<file path="src/rtl/generational_handle_pool_macros.svh">
// Assertion macros shared by the handle pool RTL.
`ifndef GENERATIONAL_HANDLE_POOL_MACROS_SVH
`define GENERATIONAL_HANDLE_POOL_MACROS_SVH

// Same-cycle implication.
`define HPOOL_ASSERT_NOW(label, clk, rst, ante, cons, msg) \
   label: assert property (@(posedge clk) disable iff (rst) (ante) |-> (cons)) \
      else $error(msg);

// Next-cycle implication.
`define HPOOL_ASSERT_NEXT(label, clk, rst, ante, cons, msg) \
   label: assert property (@(posedge clk) disable iff (rst) (ante) |=> (cons)) \
      else $error(msg);

`endif

</file>
<file path="src/rtl/hpool_pkg.sv">
// Types and constants of the generational handle pool.
`default_nettype none

package hpool_pkg;

   typedef enum logic [1:0] {
      ACT_ALLOCATE = 2'd0,
      ACT_RELEASE  = 2'd1,
      ACT_SET      = 2'd2,
      ACT_GET      = 2'd3
   } action_type;

   localparam logic [31:0] GEN_RESET = 32'd1;
   localparam logic [31:0] GEN_MAX   = 32'hFFFF_FFFF;
   localparam logic [31:0] COUNT_MAX = 32'hFFFF_FFFF;

   typedef struct packed {
      action_type  action;
      logic [7:0]  slot_index;
      logic [31:0] handle_generation;
      logic [31:0] write_value;
   } req_beat_type;

   typedef struct packed {
      logic        ok;
      logic [2:0]  granted_index;
      logic [31:0] granted_generation;
      logic [31:0] read_value;
      logic [31:0] rejected_count;
   } rsp_beat_type;

endpackage

`default_nettype wire

</file>
<file path="src/rtl/hpool_req_if.sv">
// Request channel of the handle pool.
`default_nettype none

interface hpool_req_if;
   logic        valid;
   logic        ready;
   logic [1:0]  action;
   logic [7:0]  slot_index;
   logic [31:0] handle_generation;
   logic [31:0] write_value;

   modport source (output valid, action, slot_index, handle_generation, write_value,
                   input ready);
   modport sink   (input valid, action, slot_index, handle_generation, write_value,
                   output ready);
endinterface

`default_nettype wire

</file>
<file path="src/rtl/hpool_rsp_if.sv">
// Response channel of the handle pool.
`default_nettype none

interface hpool_rsp_if;
   logic        valid;
   logic        ready;
   logic        ok;
   logic [2:0]  granted_index;
   logic [31:0] granted_generation;
   logic [31:0] read_value;
   logic [31:0] rejected_count;

   modport source (output valid, ok, granted_index, granted_generation, read_value,
                   rejected_count, input ready);
   modport sink   (input valid, ok, granted_index, granted_generation, read_value,
                   rejected_count, output ready);
endinterface

`default_nettype wire

</file>
<file path="src/rtl/hpool_find_free.sv">
// Lowest-set-bit encoder over the free-slot mask.
`default_nettype none

module hpool_find_free #(
   parameter int SLOT_COUNT = 8,
   parameter int IDX_W      = 3
) (
   input  wire logic [SLOT_COUNT-1:0] free_mask,
   output logic                       any_free,
   output logic [IDX_W-1:0]           free_idx
);

   logic [SLOT_COUNT-1:0] lowest;

   // isolate lowest set bit, then OR the one-hot position into an index
   assign lowest   = free_mask & (~free_mask + SLOT_COUNT'(1));
   assign any_free = |free_mask;

   always_comb begin
      free_idx = '0;
      for (int i = 0; i < SLOT_COUNT; i++) begin
         if (lowest[i]) begin
            free_idx = free_idx | IDX_W'(i);
         end
      end
   end

endmodule

`default_nettype wire

</file>
<file path="src/rtl/generational_handle_pool.sv">
// Top level of the generational handle pool.
// Usage:
//  - req: one beat per request (allocate, release, set, get) with a handle
//    (slot_index, handle_generation) and a value for set.
//  - rsp: exactly one beat per request, in order: ok, granted index and
//    generation for allocate, read value for get, and the saturating count of
//    refused releases.
//  - Pipeline: a taken request is held in the input register, then the slot
//    table is read and updated and the result registered in the response
//    register. Throughput: one request per cycle unless the response stalls,
//    set by the read-modify-write of the register-held slot table.
//  - Reset (synchronous): all slots free, not retired, generation 1, value 0,
//    refused count 0; both pipeline registers empty.
//  - Stall: while rsp.ready is low a pending response holds, the input
//    register holds its request and req.ready drops once both are full.
`default_nettype none
`include "generational_handle_pool_macros.svh"

module generational_handle_pool #(
   parameter int SLOT_COUNT = 8
) (
   input wire logic   clock,
   input wire logic   reset,
   hpool_req_if.sink  req,
   hpool_rsp_if.source rsp
);

   localparam int IDX_W = (SLOT_COUNT > 1) ? $clog2(SLOT_COUNT) : 1;

   // pipeline registers
   logic                    in_valid_ff, in_valid_in;
   hpool_pkg::req_beat_type in_beat_ff;
   logic                    rsp_valid_ff, rsp_valid_in;
   hpool_pkg::rsp_beat_type rsp_beat_ff, rsp_beat_in;

   // slot table
   logic [SLOT_COUNT-1:0]   in_use_ff, in_use_in;
   logic [SLOT_COUNT-1:0]   retired_ff, retired_in;
   logic [31:0]             gen_ff   [SLOT_COUNT];
   logic [31:0]             value_ff [SLOT_COUNT];
   logic [31:0]             rej_ff, rej_in;

   logic                    req_fire;
   logic                    advance;
   hpool_pkg::action_type   act;
   logic [IDX_W-1:0]        idx_sel;
   logic                    in_range;
   logic                    any_free;
   logic [IDX_W-1:0]        free_idx;
   logic [IDX_W-1:0]        gen_raddr;
   logic [31:0]             gen_rd;
   logic                    live;
   logic                    alloc_grant;
   logic                    gen_we;
   logic [31:0]             gen_wdata;
   logic                    value_we;
   logic [IDX_W-1:0]        value_waddr;
   logic [31:0]             value_wdata;

   // handshake
   assign advance   = in_valid_ff && (!rsp_valid_ff || rsp.ready);
   assign req.ready = !in_valid_ff || advance;
   assign req_fire  = req.valid && req.ready;

   always_comb begin
      in_valid_in = in_valid_ff;
      if (req_fire) begin
         in_valid_in = 1'b1;
      end else if (advance) begin
         in_valid_in = 1'b0;
      end
      rsp_valid_in = rsp_valid_ff;
      if (advance) begin
         rsp_valid_in = 1'b1;
      end else if (rsp.ready) begin
         rsp_valid_in = 1'b0;
      end
   end

   always_ff @(posedge clock) begin
      if (reset) begin
         in_valid_ff  <= 1'b0;
         rsp_valid_ff <= 1'b0;
      end else begin
         in_valid_ff  <= in_valid_in;
         rsp_valid_ff <= rsp_valid_in;
      end
   end

   always_ff @(posedge clock) begin
      if (req_fire) begin
         in_beat_ff.action            <= hpool_pkg::action_type'(req.action);
         in_beat_ff.slot_index        <= req.slot_index;
         in_beat_ff.handle_generation <= req.handle_generation;
         in_beat_ff.write_value       <= req.write_value;
      end
      if (advance) begin
         rsp_beat_ff <= rsp_beat_in;
      end
   end

   // lowest free, unretired slot
   hpool_find_free #(
      .SLOT_COUNT (SLOT_COUNT),
      .IDX_W      (IDX_W)
   ) u_find_free (
      .free_mask (~in_use_ff & ~retired_ff),
      .any_free  (any_free),
      .free_idx  (free_idx)
   );

   assign act      = in_beat_ff.action;
   assign idx_sel  = in_beat_ff.slot_index[IDX_W-1:0];
   assign in_range = {1'b0, in_beat_ff.slot_index} < 9'(SLOT_COUNT);

   // one generation read port, shared by allocate and the handle check
   assign gen_raddr = (act == hpool_pkg::ACT_ALLOCATE) ? free_idx : idx_sel;
   assign gen_rd    = gen_ff[gen_raddr];
   assign live      = in_range && in_use_ff[idx_sel]
                      && (gen_rd == in_beat_ff.handle_generation);
   assign alloc_grant = advance && (act == hpool_pkg::ACT_ALLOCATE) && any_free;

   always_comb begin
      in_use_in   = in_use_ff;
      retired_in  = retired_ff;
      rej_in      = rej_ff;
      gen_we      = 1'b0;
      gen_wdata   = in_beat_ff.handle_generation + 32'd1;
      value_we    = 1'b0;
      value_waddr = idx_sel;
      value_wdata = in_beat_ff.write_value;

      rsp_beat_in                    = '0;

      unique case (act)
         hpool_pkg::ACT_ALLOCATE: begin
            if (any_free) begin
               in_use_in[free_idx]            = 1'b1;
               value_we                       = advance;
               value_waddr                    = free_idx;
               value_wdata                    = '0;
               rsp_beat_in.ok                 = 1'b1;
               rsp_beat_in.granted_index      = 3'(free_idx);
               rsp_beat_in.granted_generation = gen_rd;
            end
         end
         hpool_pkg::ACT_RELEASE: begin
            if (live) begin
               in_use_in[idx_sel] = 1'b0;
               // a slot at the last generation is retired instead of wrapping
               if (in_beat_ff.handle_generation == hpool_pkg::GEN_MAX) begin
                  retired_in[idx_sel] = 1'b1;
               end else begin
                  gen_we = advance;
               end
               rsp_beat_in.ok = 1'b1;
            end else if (rej_ff != hpool_pkg::COUNT_MAX) begin
               rej_in = rej_ff + 32'd1;
            end
         end
         hpool_pkg::ACT_SET: begin
            if (live) begin
               value_we       = advance;
               rsp_beat_in.ok = 1'b1;
            end
         end
         hpool_pkg::ACT_GET: begin
            if (live) begin
               rsp_beat_in.read_value = value_ff[idx_sel];
               rsp_beat_in.ok         = 1'b1;
            end
         end
         default: begin
         end
      endcase

      rsp_beat_in.rejected_count = rej_in;
   end

   always_ff @(posedge clock) begin
      if (reset) begin
         in_use_ff  <= '0;
         retired_ff <= '0;
         rej_ff     <= '0;
         for (int i = 0; i < SLOT_COUNT; i++) begin
            gen_ff[i]   <= hpool_pkg::GEN_RESET;
            value_ff[i] <= '0;
         end
      end else begin
         if (advance) begin
            in_use_ff  <= in_use_in;
            retired_ff <= retired_in;
            rej_ff     <= rej_in;
         end
         if (gen_we) begin
            gen_ff[idx_sel] <= gen_wdata;
         end
         if (value_we) begin
            value_ff[value_waddr] <= value_wdata;
         end
      end
   end

   assign rsp.valid              = rsp_valid_ff;
   assign rsp.ok                 = rsp_beat_ff.ok;
   assign rsp.granted_index      = rsp_beat_ff.granted_index;
   assign rsp.granted_generation = rsp_beat_ff.granted_generation;
   assign rsp.read_value         = rsp_beat_ff.read_value;
   assign rsp.rejected_count     = rsp_beat_ff.rejected_count;

   `HPOOL_ASSERT_NOW(a_retired_not_in_use, clock, reset, 1'b1, (retired_ff & in_use_ff) == '0, "retired slot is in use")
   `HPOOL_ASSERT_NEXT(a_rej_monotonic, clock, reset, 1'b1, rej_ff >= $past(rej_ff), "refused count went down")
   `HPOOL_ASSERT_NEXT(a_grant_marks_used, clock, reset, alloc_grant, in_use_ff[$past(free_idx)], "granted slot not marked in use")
   `HPOOL_ASSERT_NOW(a_out_of_range_refused, clock, reset, advance && (act != hpool_pkg::ACT_ALLOCATE) && !in_range, !rsp_beat_in.ok, "out-of-range handle accepted")

endmodule

`default_nettype wire

</file>
<file path="src/flat_wrapper.sv">
// flat-port wrapper written by rule: the top's interface ports become plain ports
module generational_handle_pool_flat 
#(
   parameter int SLOT_COUNT = 8
)
  (clock, reset, req_valid, req_action, req_slot_index, req_handle_generation, req_write_value, req_ready, rsp_valid, rsp_ok, rsp_granted_index, rsp_granted_generation, rsp_read_value, rsp_rejected_count, rsp_ready);
  hpool_req_if req_i ();
  hpool_rsp_if rsp_i ();
  input wire logic clock;
  input wire logic reset;
  input wire logic [$bits(req_i.valid)-1:0] req_valid;
  input wire logic [$bits(req_i.action)-1:0] req_action;
  input wire logic [$bits(req_i.slot_index)-1:0] req_slot_index;
  input wire logic [$bits(req_i.handle_generation)-1:0] req_handle_generation;
  input wire logic [$bits(req_i.write_value)-1:0] req_write_value;
  output wire logic [$bits(req_i.ready)-1:0] req_ready;
  output wire logic [$bits(rsp_i.valid)-1:0] rsp_valid;
  output wire logic [$bits(rsp_i.ok)-1:0] rsp_ok;
  output wire logic [$bits(rsp_i.granted_index)-1:0] rsp_granted_index;
  output wire logic [$bits(rsp_i.granted_generation)-1:0] rsp_granted_generation;
  output wire logic [$bits(rsp_i.read_value)-1:0] rsp_read_value;
  output wire logic [$bits(rsp_i.rejected_count)-1:0] rsp_rejected_count;
  input wire logic [$bits(rsp_i.ready)-1:0] rsp_ready;
  assign req_i.valid = req_valid;
  assign req_i.action = req_action;
  assign req_i.slot_index = req_slot_index;
  assign req_i.handle_generation = req_handle_generation;
  assign req_i.write_value = req_write_value;
  assign req_ready = req_i.ready;
  assign rsp_valid = rsp_i.valid;
  assign rsp_ok = rsp_i.ok;
  assign rsp_granted_index = rsp_i.granted_index;
  assign rsp_granted_generation = rsp_i.granted_generation;
  assign rsp_read_value = rsp_i.read_value;
  assign rsp_rejected_count = rsp_i.rejected_count;
  assign rsp_i.ready = rsp_ready;
  generational_handle_pool #(.SLOT_COUNT(SLOT_COUNT)) u_core (.clock(clock), .reset(reset), .req(req_i), .rsp(rsp_i));
endmodule
</file>
<file path="config.mk">
export PLATFORM = sky130hd
export DESIGN_NAME = generational_handle_pool_flat
export DESIGN_NICKNAME = d
export VERILOG_FILES = /design/src/rtl/hpool_pkg.sv /design/src/rtl/hpool_req_if.sv /design/src/rtl/hpool_rsp_if.sv /design/src/rtl/hpool_find_free.sv /design/src/rtl/generational_handle_pool.sv /design/src/flat_wrapper.sv
export VERILOG_INCLUDE_DIRS = /design/src /design/src/rtl
export SDC_FILE = /design/constraint.sdc
export NUM_CORES = 1
export LEC_CHECK = 0
export BUFFER_PORTS_ARGS = -buffer_cell sky130_fd_sc_hd__buf_2
export CAP_MARGIN = 20
export CORE_MARGIN = 3
export CORE_UTILIZATION = 45
export CTS_CLUSTER_DIAMETER = 30
export DETAILED_ROUTE_END_ITERATION = 12
export PLACE_DENSITY_LB_ADDON = 0.2
export SYNTH_ARGS = -nofsm -noshare
export SYNTH_HDL_FRONTEND = slang
export SYNTH_HIERARCHICAL = 1
export SYNTH_SLANG_ARGS = --single-unit
export TNS_END_PERCENT = 20
</file>
<file path="constraint.sdc">
create_clock -name clock -period 16.9 [get_ports clock]
set_clock_uncertainty 0.1 [all_clocks]
set_input_delay 1.69 -clock clock [delete_from_list [all_inputs] [get_ports clock]]
set_output_delay 1.69 -clock clock [all_outputs]
set_load 0.02 [all_outputs]
</file>
==> results.cfg <==
[yosys]
syn_area_per_cell_um2 = 12.4
synth-main-ff-cell = edfxtp_1
postSynthNetCount = 2650
synth-edff-count = 686
yosys_warnings = 6
yosysSeqAreaShare_pct = 67.8
synth_cell_types = 74
synth_seq_cells = 736
syn_inst = 2570
synth.cell_area_um2 = 31800
async_reset_ff_share_pct = 0

[clocking]
clk_pin_slew_worst_paths_ns = 0.04
hold_buffers = 0
insertion_delay_ns = 0.73
cts_resized = 0
h-tree-depth = 4
cts_buffers = 150
cts.sinks = 736
root_buffer = clkbuf_16
cts.path.max_buffers = 3
cts_tree = done
post_cts_buffers = 0

[die]
core_area_um2 = 69300
row_count = 96
start_util_pct = 45.9
pin_count = 180
die_w_um = 272
dieArea_um2 = 74000
die_h_um = 272

[place]
gp_routability_congestion = 0.915
dp_slack_ns = 9.01
dpl.hpwl_um = 53500
portBuffers = 179
placed_cells = 3548

[worst_setup_path]
worstSetupPathType = flip-flop to flip-flop
arrival_ns = 8.39
rr_worst_depth = 17
cp-end-kind = flip-flop
cp-start-kind = flip-flop
required_ns = 17.18
worst-path-max-fanout = 76

[worst_hold_path]
hp-class = flip-flop to flip-flop
min_path_cells = 1

[detailed_routing]
routed_wl_um = 95600
viasPerCell = 6.04
dr.first_iter.drc_count = 2412
final_antenna_net_count = 0
num_vias = 23124
drc = 0
routedWlPerCell_um = 25.0
drtPass1Iterations = 5

[sta]
fin_ws_ns = 8.79
whs_ns = 0.362
period_minus_slack_ns = 8.11
rsz0062_at_grt = no
maxSlewViolCount = 0
period_share_pct = 48.0
setup_viol = 0
max-slew-margin-rel_pct = 24.0
fmax_mhz = 123
tns_ns = 0
worst_pin_slew_ns = 1.14
hold_violations = 0

[finish]
nFillCells = 5701
multiInputGateArea_um2 = 9460
syn2layout_area_growth_pct = 22.0
final_cell_mix = edfxtp_1, nor2_1, buf_2
final_nets = 2851
stdcell_count = 3828
seqCellArea_um2 = 21600
mostFrequentLayoutCell = edfxtp_1
drive_gt1_share_pct = 18.3

[global_route]
antenna_found_initial = 5
grt_max_degree = 97
grt_pass1_wl_um = 144000
grt_pass1_vias = 23025
overflow = 0
grtUsageTotal_pct = 25.6

[power_and_ir_drop]
power_density_nw_per_um2 = 138
ir_drop_v = 0.0000966
power.leakage_uw = 0.0140
power_uw = 5380

[outcome]
outcome = completed

[flow_run]
max-cap-violations = 0
==> worst paths after layout <==
| check | start | end | slack [ns] |
|---|---|---|---|
| worst min register to register | u_core/retired_ff[1]$_SDFFE_PP0P_ | u_core/retired_ff[1]$_SDFFE_PP0P_ | 0.36 |
| worst max register to register | u_core/in_use_ff[5]$_SDFFE_PP0P_ | u_core/gen_ff[6][8]$_SDFFCE_PN0P_ | 8.79 |
| worst min-delay path | u_core/retired_ff[1]$_SDFFE_PP0P_ | u_core/retired_ff[1]$_SDFFE_PP0P_ | 0.36 |
| worst max-delay path | u_core/in_use_ff[5]$_SDFFE_PP0P_ | u_core/gen_ff[6][8]$_SDFFCE_PN0P_ | 8.79 |
==> registers in the layout, summed over array words and instances (netlist names) <==
name / count
u_core/retired_ff: 8
u_core/in_valid_ff: 1
u_core/rsp.granted_generation: 32
u_core/gen_ff: 256
u_core/rej_ff: 32
u_core/rsp.read_value: 32
u_core/idx_sel: 3
u_core/rsp.ok: 1
u_core/in_use_ff: 8
u_core/value_ff: 256
u_core/rsp.rejected_count: 32
u_core/rsp.valid: 1
u_core/rsp.granted_index: 3
u_core/in_beat_ff: 69
u_core/act: 2
==> metrics by stage <==
stage	utilization [%]	area, um2
global route	56.1	38800
floorplan	-	31800
global placement	48.5	33600
detailed placement	48.5	33600
finish	56.1	38900
CTS	56.0	38800
==> cells in the mapped netlist, drive strengths merged, types with 4 or more instances <==
| cell type | instances | area [um2] |
|---|---|---|
| nor2 | 534 | 2000 |
| a221oi | 33 | 289 |
| mux2i | 16 | 164 |
| or2 | 5 | 31.3 |
| o22ai | 4 | 25.0 |
| nor2b | 20 | 125 |
| a21boi | 10 | 75.1 |
| nand2 | 159 | 597 |
| or3 | 8 | 50.1 |
| nand4 | 23 | 144 |
| dfxtp | 50 | 1000 |
| mux2 | 11 | 124 |
| a211oi | 83 | 623 |
| inv | 13 | 48.8 |
| and2 | 10 | 62.6 |
| o21ai | 21 | 105 |
| a31o | 7 | 61.3 |
| nor3 | 96 | 485 |
| and3 | 113 | 707 |
| clkbuf | 125 | 470 |
| a211o | 5 | 43.8 |
| o31ai | 17 | 128 |
| buf | 65 | 423 |
| and4 | 5 | 43.8 |
| xnor2 | 15 | 131 |
| xor2 | 76 | 666 |
| o32ai | 6 | 52.6 |
| a22oi | 67 | 503 |
| a31oi | 34 | 213 |
| nor4 | 14 | 109 |
| a22o | 36 | 315 |
| nand3 | 64 | 380 |
| o211ai | 7 | 52.6 |
| a21oi | 45 | 229 |
| o2bb2ai | 8 | 70.1 |
| o221ai | 7 | 61.3 |
| a2111o | 5 | 56.3 |
| nand2b | 4 | 25.0 |
| or4 | 33 | 255 |
| edfxtp | 686 | 20600 |
==> critical path, cell delays in order (launching register included) <==
cell and delay, ns:
dfxtp_1 0.32, nor2_1 0.23, a21oi_1 0.10, o41ai_2 0.24, buf_4 0.26, or3b_2 0.51
nand2_4 0.40, buf_4 0.79, a211oi_1 0.17, or4_1 0.59, xor2_1 0.35, nand4_1 0.14
or4_4 0.57, nor4_4 0.27, buf_4 0.39, nand3_2 0.82, nand2_1 0.98, buf_4 0.46
==> power breakdown <==
group	total, uW	switching [uW]	internal (uW)
registers	2110	35.0	2070
logic	286	211	74.8
clock network	2980	966	2020
==> routing by layer <==
layer | GRT usage [%] | routed length (um)
met5 | 0 | 13
met4 | 10.5 | 3150
met3 | 5.62 | 9020
met2 | 40.5 | 45000
met1 | 34.5 | 38400
==> logic make-up after synthesis <==
| kind of cell | Yosys count | share of synthesized area (%) |
|---|---|---|
| multiplexers | 28 | 0.975 |
| AO/OA/AOI/OAI | 410 | 9.53 |
| XOR/XNOR | 91 | 2.50 |
| adder cells (fa/ha/maj) | 2 | 0.0786 |
| flip-flops | 736 | 67.8 |
| buffers and inverters | 204 | 2.97 |
| AND/OR/NAND/NOR | 1099 | 16.1 |
==> cell type report <==
class	count	share of cell area (%)
Antenna cell	2	0.0129
Clock buffer	179	10.0
Clock inverter	97	3.28
Inverter	14	0.142
Multi-Input combinational cell	1630	24.4
Sequential cell	736	55.6
Tap cell	931	3.00
Timing Repair Buffer	239	3.56
(Power assumes the default switching activity.)
